==> src/hw/rtl/cds_pkg.sv <==
package cds_pkg;

	localparam int FRAC_BITS = 16;

	localparam logic [31:0] GAIN_RESET   = 32'(64'd1 << FRAC_BITS);
	localparam logic [31:0] OFFSET_RESET = 32'd0;

	// Largest calibrated value whose integer part still fits in 16 bits
	localparam logic [31:0] STATE_CAP = (FRAC_BITS > 16) ? 32'hFFFF_FFFF :
		32'((64'd65536 << FRAC_BITS) - 64'd1);

	// Smoothing weights, Q0.16, sum to 1.0
	localparam logic [16:0] W_NEW   = 17'd19661;
	localparam logic [16:0] W_OLD   = 17'd45875;
	localparam logic [15:0] W_ROUND = 16'd32768;

	localparam int CFG_IDX_W = 2;
	localparam logic [CFG_IDX_W-1:0] REG_GAIN   = 2'd0;
	localparam logic [CFG_IDX_W-1:0] REG_OFFSET = 2'd1;

endpackage

==> src/hw/rtl/calibrated_distance_smoother_top.sv <==
// Channel   Handshake              Payload
// input     in_valid / in_ready    raw_range[15:0], reading_ready
// output    out_valid / out_ready  distance_out[15:0]
// config    cfg_we (no wait)       cfg_index[1:0], cfg_data[31:0]
//
// One shared 33x17 signed multiplier is stepped by a small sequencer; the block
// takes one reading at a time and in_ready is low while it works.
// Reading not ready or zero: straight to output. First reading while the average is
// zero: calibrate and clamp, then output. Otherwise three multiplier passes and a sum.
// A result stalled at the output register holds the sequencer before its final load.
// Reset clears gain to 1.0, offset and the average to zero.
module calibrated_distance_smoother_top (
	input  logic                           clk,
	input  logic                           arst_n,
	input  logic                           in_valid,
	output logic                           in_ready,
	input  logic [15:0]                    raw_range,
	input  logic                           reading_ready,
	output logic                           out_valid,
	input  logic                           out_ready,
	output logic [15:0]                    distance_out,
	input  logic                           cfg_we,
	input  logic [cds_pkg::CFG_IDX_W-1:0]  cfg_index,
	input  logic [31:0]                    cfg_data
);

	localparam logic [2:0] S_IDLE  = 3'd0;
	localparam logic [2:0] S_CAL   = 3'd1;
	localparam logic [2:0] S_CLAMP = 3'd2;
	localparam logic [2:0] S_MNEW  = 3'd3;
	localparam logic [2:0] S_MOLD  = 3'd4;
	localparam logic [2:0] S_SUM   = 3'd5;
	localparam logic [2:0] S_OUT   = 3'd6;

	logic [2:0]         state_q;
	logic [31:0]        gain_q;
	logic [31:0]        offset_q;
	logic [31:0]        smooth_q;
	logic [31:0]        actual_q;
	logic [15:0]        raw_q;
	logic [15:0]        res_q;
	logic [47:0]        acc_q;
	logic               out_valid_q;
	logic [15:0]        distance_q;

	logic signed [32:0] mul_a;
	logic signed [16:0] mul_b;
	logic signed [49:0] mul_q;
	logic [50:0]        cal_sum;
	logic [31:0]        actual;
	logic [48:0]        ema_sum;
	logic [31:0]        ema_new;

	assign in_ready     = (state_q == S_IDLE);
	assign out_valid    = out_valid_q;
	assign distance_out = distance_q;

	always_comb begin
		unique case (state_q)
			S_CAL: begin
				mul_a = $signed({gain_q[31], gain_q});
				mul_b = $signed({1'b0, raw_q});
			end
			S_MNEW: begin
				mul_a = $signed({1'b0, actual_q});
				mul_b = $signed(cds_pkg::W_NEW);
			end
			S_MOLD: begin
				mul_a = $signed({1'b0, smooth_q});
				mul_b = $signed(cds_pkg::W_OLD);
			end
			default: begin
				mul_a = '0;
				mul_b = '0;
			end
		endcase
	end

	always_ff @(posedge clk) begin
		mul_q <= mul_a * mul_b;
	end

	// gain*raw + offset, then clamp to [0, cap]
	always_comb begin
		cal_sum = {mul_q[49], mul_q} + {{19{offset_q[31]}}, offset_q};
		priority if (cal_sum[50]) begin
			actual = '0;
		end else if (cal_sum > {19'd0, cds_pkg::STATE_CAP}) begin
			actual = cds_pkg::STATE_CAP;
		end else begin
			actual = cal_sum[31:0];
		end
	end

	// round half up: add 0.5 before dropping 16 fraction bits
	assign ema_sum = {1'b0, acc_q} + {1'b0, mul_q[47:0]} + {33'd0, cds_pkg::W_ROUND};
	assign ema_new = ema_sum[47:16];

	always_ff @(posedge clk or negedge arst_n) begin
		if (!arst_n) begin
			gain_q   <= cds_pkg::GAIN_RESET;
			offset_q <= cds_pkg::OFFSET_RESET;
		end else if (cfg_we) begin
			if (cfg_index == cds_pkg::REG_GAIN) begin
				gain_q <= cfg_data;
			end else if (cfg_index == cds_pkg::REG_OFFSET) begin
				offset_q <= cfg_data;
			end
		end
	end

	always_ff @(posedge clk or negedge arst_n) begin
		if (!arst_n) begin
			state_q     <= S_IDLE;
			smooth_q    <= '0;
			out_valid_q <= 1'b0;
		end else begin
			if (out_valid_q && out_ready && state_q != S_OUT) begin
				out_valid_q <= 1'b0;
			end
			unique case (state_q)
				S_IDLE: begin
					if (in_valid) begin
						// drop readings that are not ready or zero
						if (!reading_ready || raw_range == 16'd0) begin
							state_q <= S_OUT;
						end else begin
							state_q <= S_CAL;
						end
					end
				end
				S_CAL: begin
					state_q <= S_CLAMP;
				end
				S_CLAMP: begin
					if (smooth_q == 32'd0) begin
						smooth_q <= actual;
						state_q  <= S_OUT;
					end else begin
						state_q <= S_MNEW;
					end
				end
				S_MNEW: begin
					state_q <= S_MOLD;
				end
				S_MOLD: begin
					state_q <= S_SUM;
				end
				S_SUM: begin
					smooth_q <= ema_new;
					state_q  <= S_OUT;
				end
				S_OUT: begin
					if (!out_valid_q || out_ready) begin
						out_valid_q <= 1'b1;
						state_q     <= S_IDLE;
					end
				end
				default: begin
					state_q <= S_IDLE;
				end
			endcase
		end
	end

	always_ff @(posedge clk) begin
		if (state_q == S_IDLE && in_valid) begin
			raw_q <= raw_range;
			res_q <= '0;
		end
		if (state_q == S_CLAMP) begin
			actual_q <= actual;
			if (smooth_q == 32'd0) begin
				res_q <= 16'(actual >> cds_pkg::FRAC_BITS);
			end
		end
		if (state_q == S_MOLD) begin
			acc_q <= mul_q[47:0];
		end
		if (state_q == S_SUM) begin
			res_q <= 16'(ema_new >> cds_pkg::FRAC_BITS);
		end
		if (state_q == S_OUT && (!out_valid_q || out_ready)) begin
			distance_q <= res_q;
		end
	end

endmodule

==> config.mk <==
export PLATFORM = sky130hd
export DESIGN_NAME = calibrated_distance_smoother_top
export DESIGN_NICKNAME = d
export VERILOG_FILES = /design/src/hw/rtl/cds_pkg.sv /design/src/hw/rtl/calibrated_distance_smoother_top.sv
export SDC_FILE = /design/constraint.sdc
export NUM_CORES = 2
export LEC_CHECK = 0
export BUFFER_PORTS_ARGS = -buffer_cell sky130_fd_sc_hd__buf_2
export CORE_MARGIN = 10
export CORE_UTILIZATION = 25
export DETAILED_ROUTE_END_ITERATION = 8
export PLACE_DENSITY_LB_ADDON = 0.1
export REMOVE_ABC_BUFFERS = 1
export SYNTH_ARGS = -nofsm -noshare
export SYNTH_HDL_FRONTEND = slang
export SYNTH_SLANG_ARGS = --single-unit
==> constraint.sdc <==
create_clock -name clk -period 12.1 [get_ports clk]
set_clock_uncertainty 0.15 [all_clocks]
set_input_delay 0.605 -clock clk [delete_from_list [all_inputs] [get_ports clk]]
set_output_delay 0.605 -clock clk [all_outputs]
set_load 0.03 [all_outputs]
[After elaboration in Yosys (flattened, before gate mapping)]
Index checks and enable logic that the tools add are counted.
Operators by class
  $lt $le $gt $ge: 1
  bitwise operators: 1
  add/subtract/negate cells: 3
  muxes and demuxes: 18
  equal/unequal tests: 11
  $mul: 1
  reductions and logical operators: 17
Operators by type and width (number)
  $pmux 33 s3: 1
  $mux 32: 3
  $mux 16: 4
  $pmux 32 s2: 1
  $add 50x32->51: 1
  $gt 51x32->1 const B: 1
  $mul 33x17->50: 1
  $add 48x16->48 const B: 1
  $add 48x48->48: 1
  $pmux 16 s3: 1
  $logic_not 32->1: 1
  $pmux 3 s7: 1
  $logic_not 16->1: 1
  $mux 3: 4
  $eq 3x3->1 const B: 3
  $eq 3x2->1 const B: 2
  $ne 2x2->1 const B: 3
  $reduce_and 2->1: 3
  $logic_and 1x1->1: 4
  $eq 3x1->1 const B: 1
  $logic_not 3->1: 1
  $mux 1: 3
  $ne 3x3->1 const B: 1
  $reduce_and 3->1: 1
  6 further kinds: 8
Storage, ports and cells
  word-level logic and storage cells: 63
  input bits: 56
  register bits after elaboration: 278
  output and inout bits: 18

[Depth between registers and ports, before layout]
  depth in word-level cells: 7
  mapped depth: 33
  gate-level depth less buffers: 30

[Least setup slack after synthesis]
Ideal clock, no wire load.
  path kind: reg2reg
  start point: register state_q[0]
  end point: register mul_q[49]
  path slack: 2855 ps
  buffers on the path: 5
  clock period less this slack: 9245 ps
  cell stages (with the launch flop): 30
  arrival: 9023 ps
  required time: 11878 ps
  cell sequence: dfrtp_1 -> clkbuf_1 -> nand2b_1 -> clkbuf_1 -> nor2_1 -> clkbuf_1 -> nand2_1 -> o21ai_0 -> clkbuf_1 -> nand2_1 -> fa_1 -> inv_1 -> fa_1 -> fa_1 -> fa_1 -> fa_1 -> inv_1 -> fa_1 -> inv_1 -> ha_1 -> clkbuf_1 -> a21o_1 -> a21oi_1 -> or4b_1 -> o211a_1 -> o31a_1 -> o41ai_1 -> o21ai_0 -> a21oi_1 -> xnor2_1
On the way
  word-level cells in the longest chain between the ends: 3
  elaborated cells on any way between the ends: 6
  those cells by class: mul: 1; eq/ne: 3; mux: 2
Ends and longest elaborated chain
  from (decl): RTL line calibrated_distance_smoother_top.sv:35  | logic [2:0] state_q;
  from (signal assigned): RTL line calibrated_distance_smoother_top.sv:114  | state_q <= S_IDLE;
  from (signal assigned): RTL line calibrated_distance_smoother_top.sv:126  | state_q <= S_OUT;
  from (signal assigned): RTL line calibrated_distance_smoother_top.sv:128  | state_q <= S_CAL;
  $eq 3x3->1, or another cell as far along: RTL line calibrated_distance_smoother_top.sv:59  | unique case (state_q)
  $pmux 33 s3 / $pmux 16 s3 (equally long branches): RTL line calibrated_distance_smoother_top.sv:59
  $mul 33x17->50 *: RTL line calibrated_distance_smoother_top.sv:80  | mul_q <= mul_a * mul_b;
  to (signal assigned): RTL line calibrated_distance_smoother_top.sv:80
  to (decl): RTL line calibrated_distance_smoother_top.sv:48  | logic signed [49:0] mul_q;
Every way passes the cells marked *; elsewhere a longest branch is shown, timed or not.
A chain may end at the register's enable or synchronous reset.

[Worst setup path after layout]
  start point: register state_q[1]
  end point: register mul_q[49]
Same word-level chain as after synthesis.

==> impl_metrics.json <==
{
  "synth.area.mux_share": 0.0332,
  "cp-end-kind": "register",
  "vias": 25400,
  "worstMarginPinSlew_ps": 1150,
  "synth_seq_cells": 278,
  "stdcell_area_um2": 37800,
  "crit_top_cell": "fa_1",
  "netlist_area_um2": 33700,
  "finalWirelength_mm": 124,
  "start_util": 0.252,
  "worstHoldEndpoint": "raw_q[14]",
  "drive_above_1_share": 0.0851,
  "yosys.area.top_type": "fa_1",
  "post_cts_buffers": 0,
  "grt_max_degree": 62,
  "core_region_area_um2": 134000,
  "die_h_um": 387,
  "critPathMaxFanout": 40,
  "ys_top_cells_by_count": "629 x inv_1, 504 x fa_1, 483 x nand2_1",
  "avgSynthCellArea_um2": 9.25,
  "grt_pass1_vias": 26900,
  "critical_path_buf_inv_count": 7,
  "firstDrtPassIters": 6,
  "clock_sinks": 278,
  "syn-instance-count": 3647,
  "r2r_slack_ps": 2380,
  "max_freq_mhz": 103,
  "post_dp_cell_area_um2": 36400,
  "r2r-end": "mul_q[49]",
  "synth_top_family_by_area": "adder cells",
  "maxCapViolations": 0,
  "rr_worst_depth": 28,
  "yosys.area_share.simple": 0.127,
  "hold_start": "raw_range[14]",
  "ctsRootBufferMaster": "clkbuf_16",
  "ys.flop_type": "edfxtp_1",
  "clkSlewWorstSetupHoldPaths_ps": 60,
  "synth_xor_xnor_area_share": 0.0288,
  "period_share": 0.803,
  "nets": 4512,
  "ys_warn_count": 0,
  "arrival_ps": 10010,
  "r2r-start": "state_q[1]",
  "clk_latency_ps": 610,
  "postLayoutCoreUtil": 0.283,
  "period_needed_ps": 9720,
  "cpMaxStageDelayCell": "dfrtp_4",
  "timing.slew.headroom": 0.234,
  "htreeDepth": 2,
  "synth_cell_types": 76,
  "routed_via_density": 4.63,
  "slew_viol_final": 0,
  "area_delta_synth_final_pct": 12.1,
  "clockBufferDepth": 3,
  "numCtsBuffers": 39,
  "tns_ps": 0,
  "initialDrtViolationCount": 1540,
  "synth.top_cell.area_share": 0.299,
  "synth-seq-area-share": 0.213,
  "finalHoldViolations": 0,
  "ant_nets": 0,
  "crit_type": "register to register",
  "synth_edf_count": 112,
  "status": "completed",
  "hold_path_depth": 1,
  "die_width_um": 387,
  "min_path_type": "primary input to register",
  "yosys.area_share.adder": 0.395,
  "overflow": 0,
  "crit_path_start_kind": "register",
  "fillerInstances": 14500,
  "dp_hpwl_mm": 102,
  "synth_most_common_cell": "inv_1",
  "numPortBuffers": 73,
  "synth_area_leaders": "fa_1 30%, edfxtp_1 10%, ha_1 9.6%",
  "antenna_found_initial": 10,
  "cp_top_family": "adder cells",
  "grt_usage": 0.163,
  "cts_tree": "yes",
  "wl_per_cell_um": 22.6,
  "rsz0062_at_grt": "no",
  "async_flop_share": 0.360,
  "route.detailed.drc": 0,
  "crit_required_ps": 12390,
  "synth_compound_area_frac": 0.115,
  "cp_slowest_stage_delay_ps": 730,
  "setup_violations": 0,
  "grt_first_pass_wirelength_mm": 183,
  "dieArea_um2": 150000,
  "place.gp.congestion": 0.834,
  "fp-row-count": 134,
  "ctsResizeCount": 0,
  "ios": 74
}
## metal layers
layer,global-route usage,share of wire
met5,0,0
met4,0.0289,0.015
met3,0.0181,0.044
met2,0.258,0.45
met1,0.239,0.49
## worst register-to-register path, delay by kind of cell, from the launching register on
kind | cells | cell delay (ps)
and+or+nand+nor | 3 | 540
AOI/OAI and AO/OA | 10 | 2850
DFF | 1 | 730
xor gates and xnor gates | 1 | 90
adders and majority gates | 7 | 3320
buffers and inverters | 7 | 1880
## logic make-up (layout without fill, tap and decap cells)
group                      Yosys count  after routing
and+or+nand+nor                   1001           1001
buffers and inverters              776            852
adders and majority gates          764            764
AOI/OAI and AO/OA                  613            613
DFF                                278            278
xor gates and xnor gates           111            111
muxes                              104            104
other                                0              4
## state kept, by name, summed over array words and instances (netlist names)
register	flops
raw_q	16
actual_q	32
offset_q	32
res_q	16
gain_q	32
acc_q	48
mul_q	50
out_valid	1
smooth_q	32
distance_out	16
state_q	3
## how the worst max path moves through the flow
stage / start / end / slack [ps] / cells past startpoint
floorplan: state_q[1] / mul_q[49] / 570 / 25
global placement: state_q[1] / mul_q[49] / 2440 / 27
detailed placement: state_q[0] / mul_q[49] / 2380 / 28
CTS: state_q[0] / mul_q[49] / 2300 / 28
global route: state_q[0] / mul_q[49] / 1890 / 30
finish: state_q[1] / mul_q[49] / 2380 / 28
## layout make-up
class / instances / area [um^2] / share of cell area
Antenna cell: 4 / 10.0 / 0.000265
Clock buffer: 61 / 1230 / 0.0326
Clock inverter: 11 / 118 / 0.00311
Inverter: 629 / 2360 / 0.0624
Multi-Input combinational cell: 2593 / 23700 / 0.627
Sequential cell: 278 / 7190 / 0.190
Tap cell: 1768 / 2210 / 0.0585
Timing Repair Buffer: 151 / 986 / 0.0261
## per-stage QoR
| step | hold slack [ps] | setup slack (ps) | instances |
|---|---|---|---|
| after floorplan | 159 | 574 | 3500 |
| after global placement | 321 | 2440 | 5411 |
| after detailed placement | 319 | 2380 | 5411 |
| after CTS | 0.741 | 2300 | 5491 |
| after global routing | 21.2 | 1890 | 5491 |
| final | 54.8 | 2380 | 5495 |
## layout by cell type, fill, tap and decap left out, types with 69 or more instances in the layout
| master | count |
|---|---|
| inv_1 | 629 |
| fa_1 | 504 |
| nand2_1 | 483 |
| nor2_1 | 312 |
| ha_1 | 260 |
| a21oi_1 | 204 |
| edfxtp_1 | 112 |
| o21ai_0 | 105 |
| dfrtp_1 | 98 |
| buf_2 | 72 |
| buf_4 | 70 |
| xnor2_1 | 69 |
## timing repair
action | in CTS | in global routing
hold buffers | 8 | 0
setup endpoints to repair | 0 | 0
hold endpoints to repair | 55 | 0
Power is left out: the tool's default activity adds up to more than one toggle a clock period on the data nets, which glitch-free logic cannot reach.
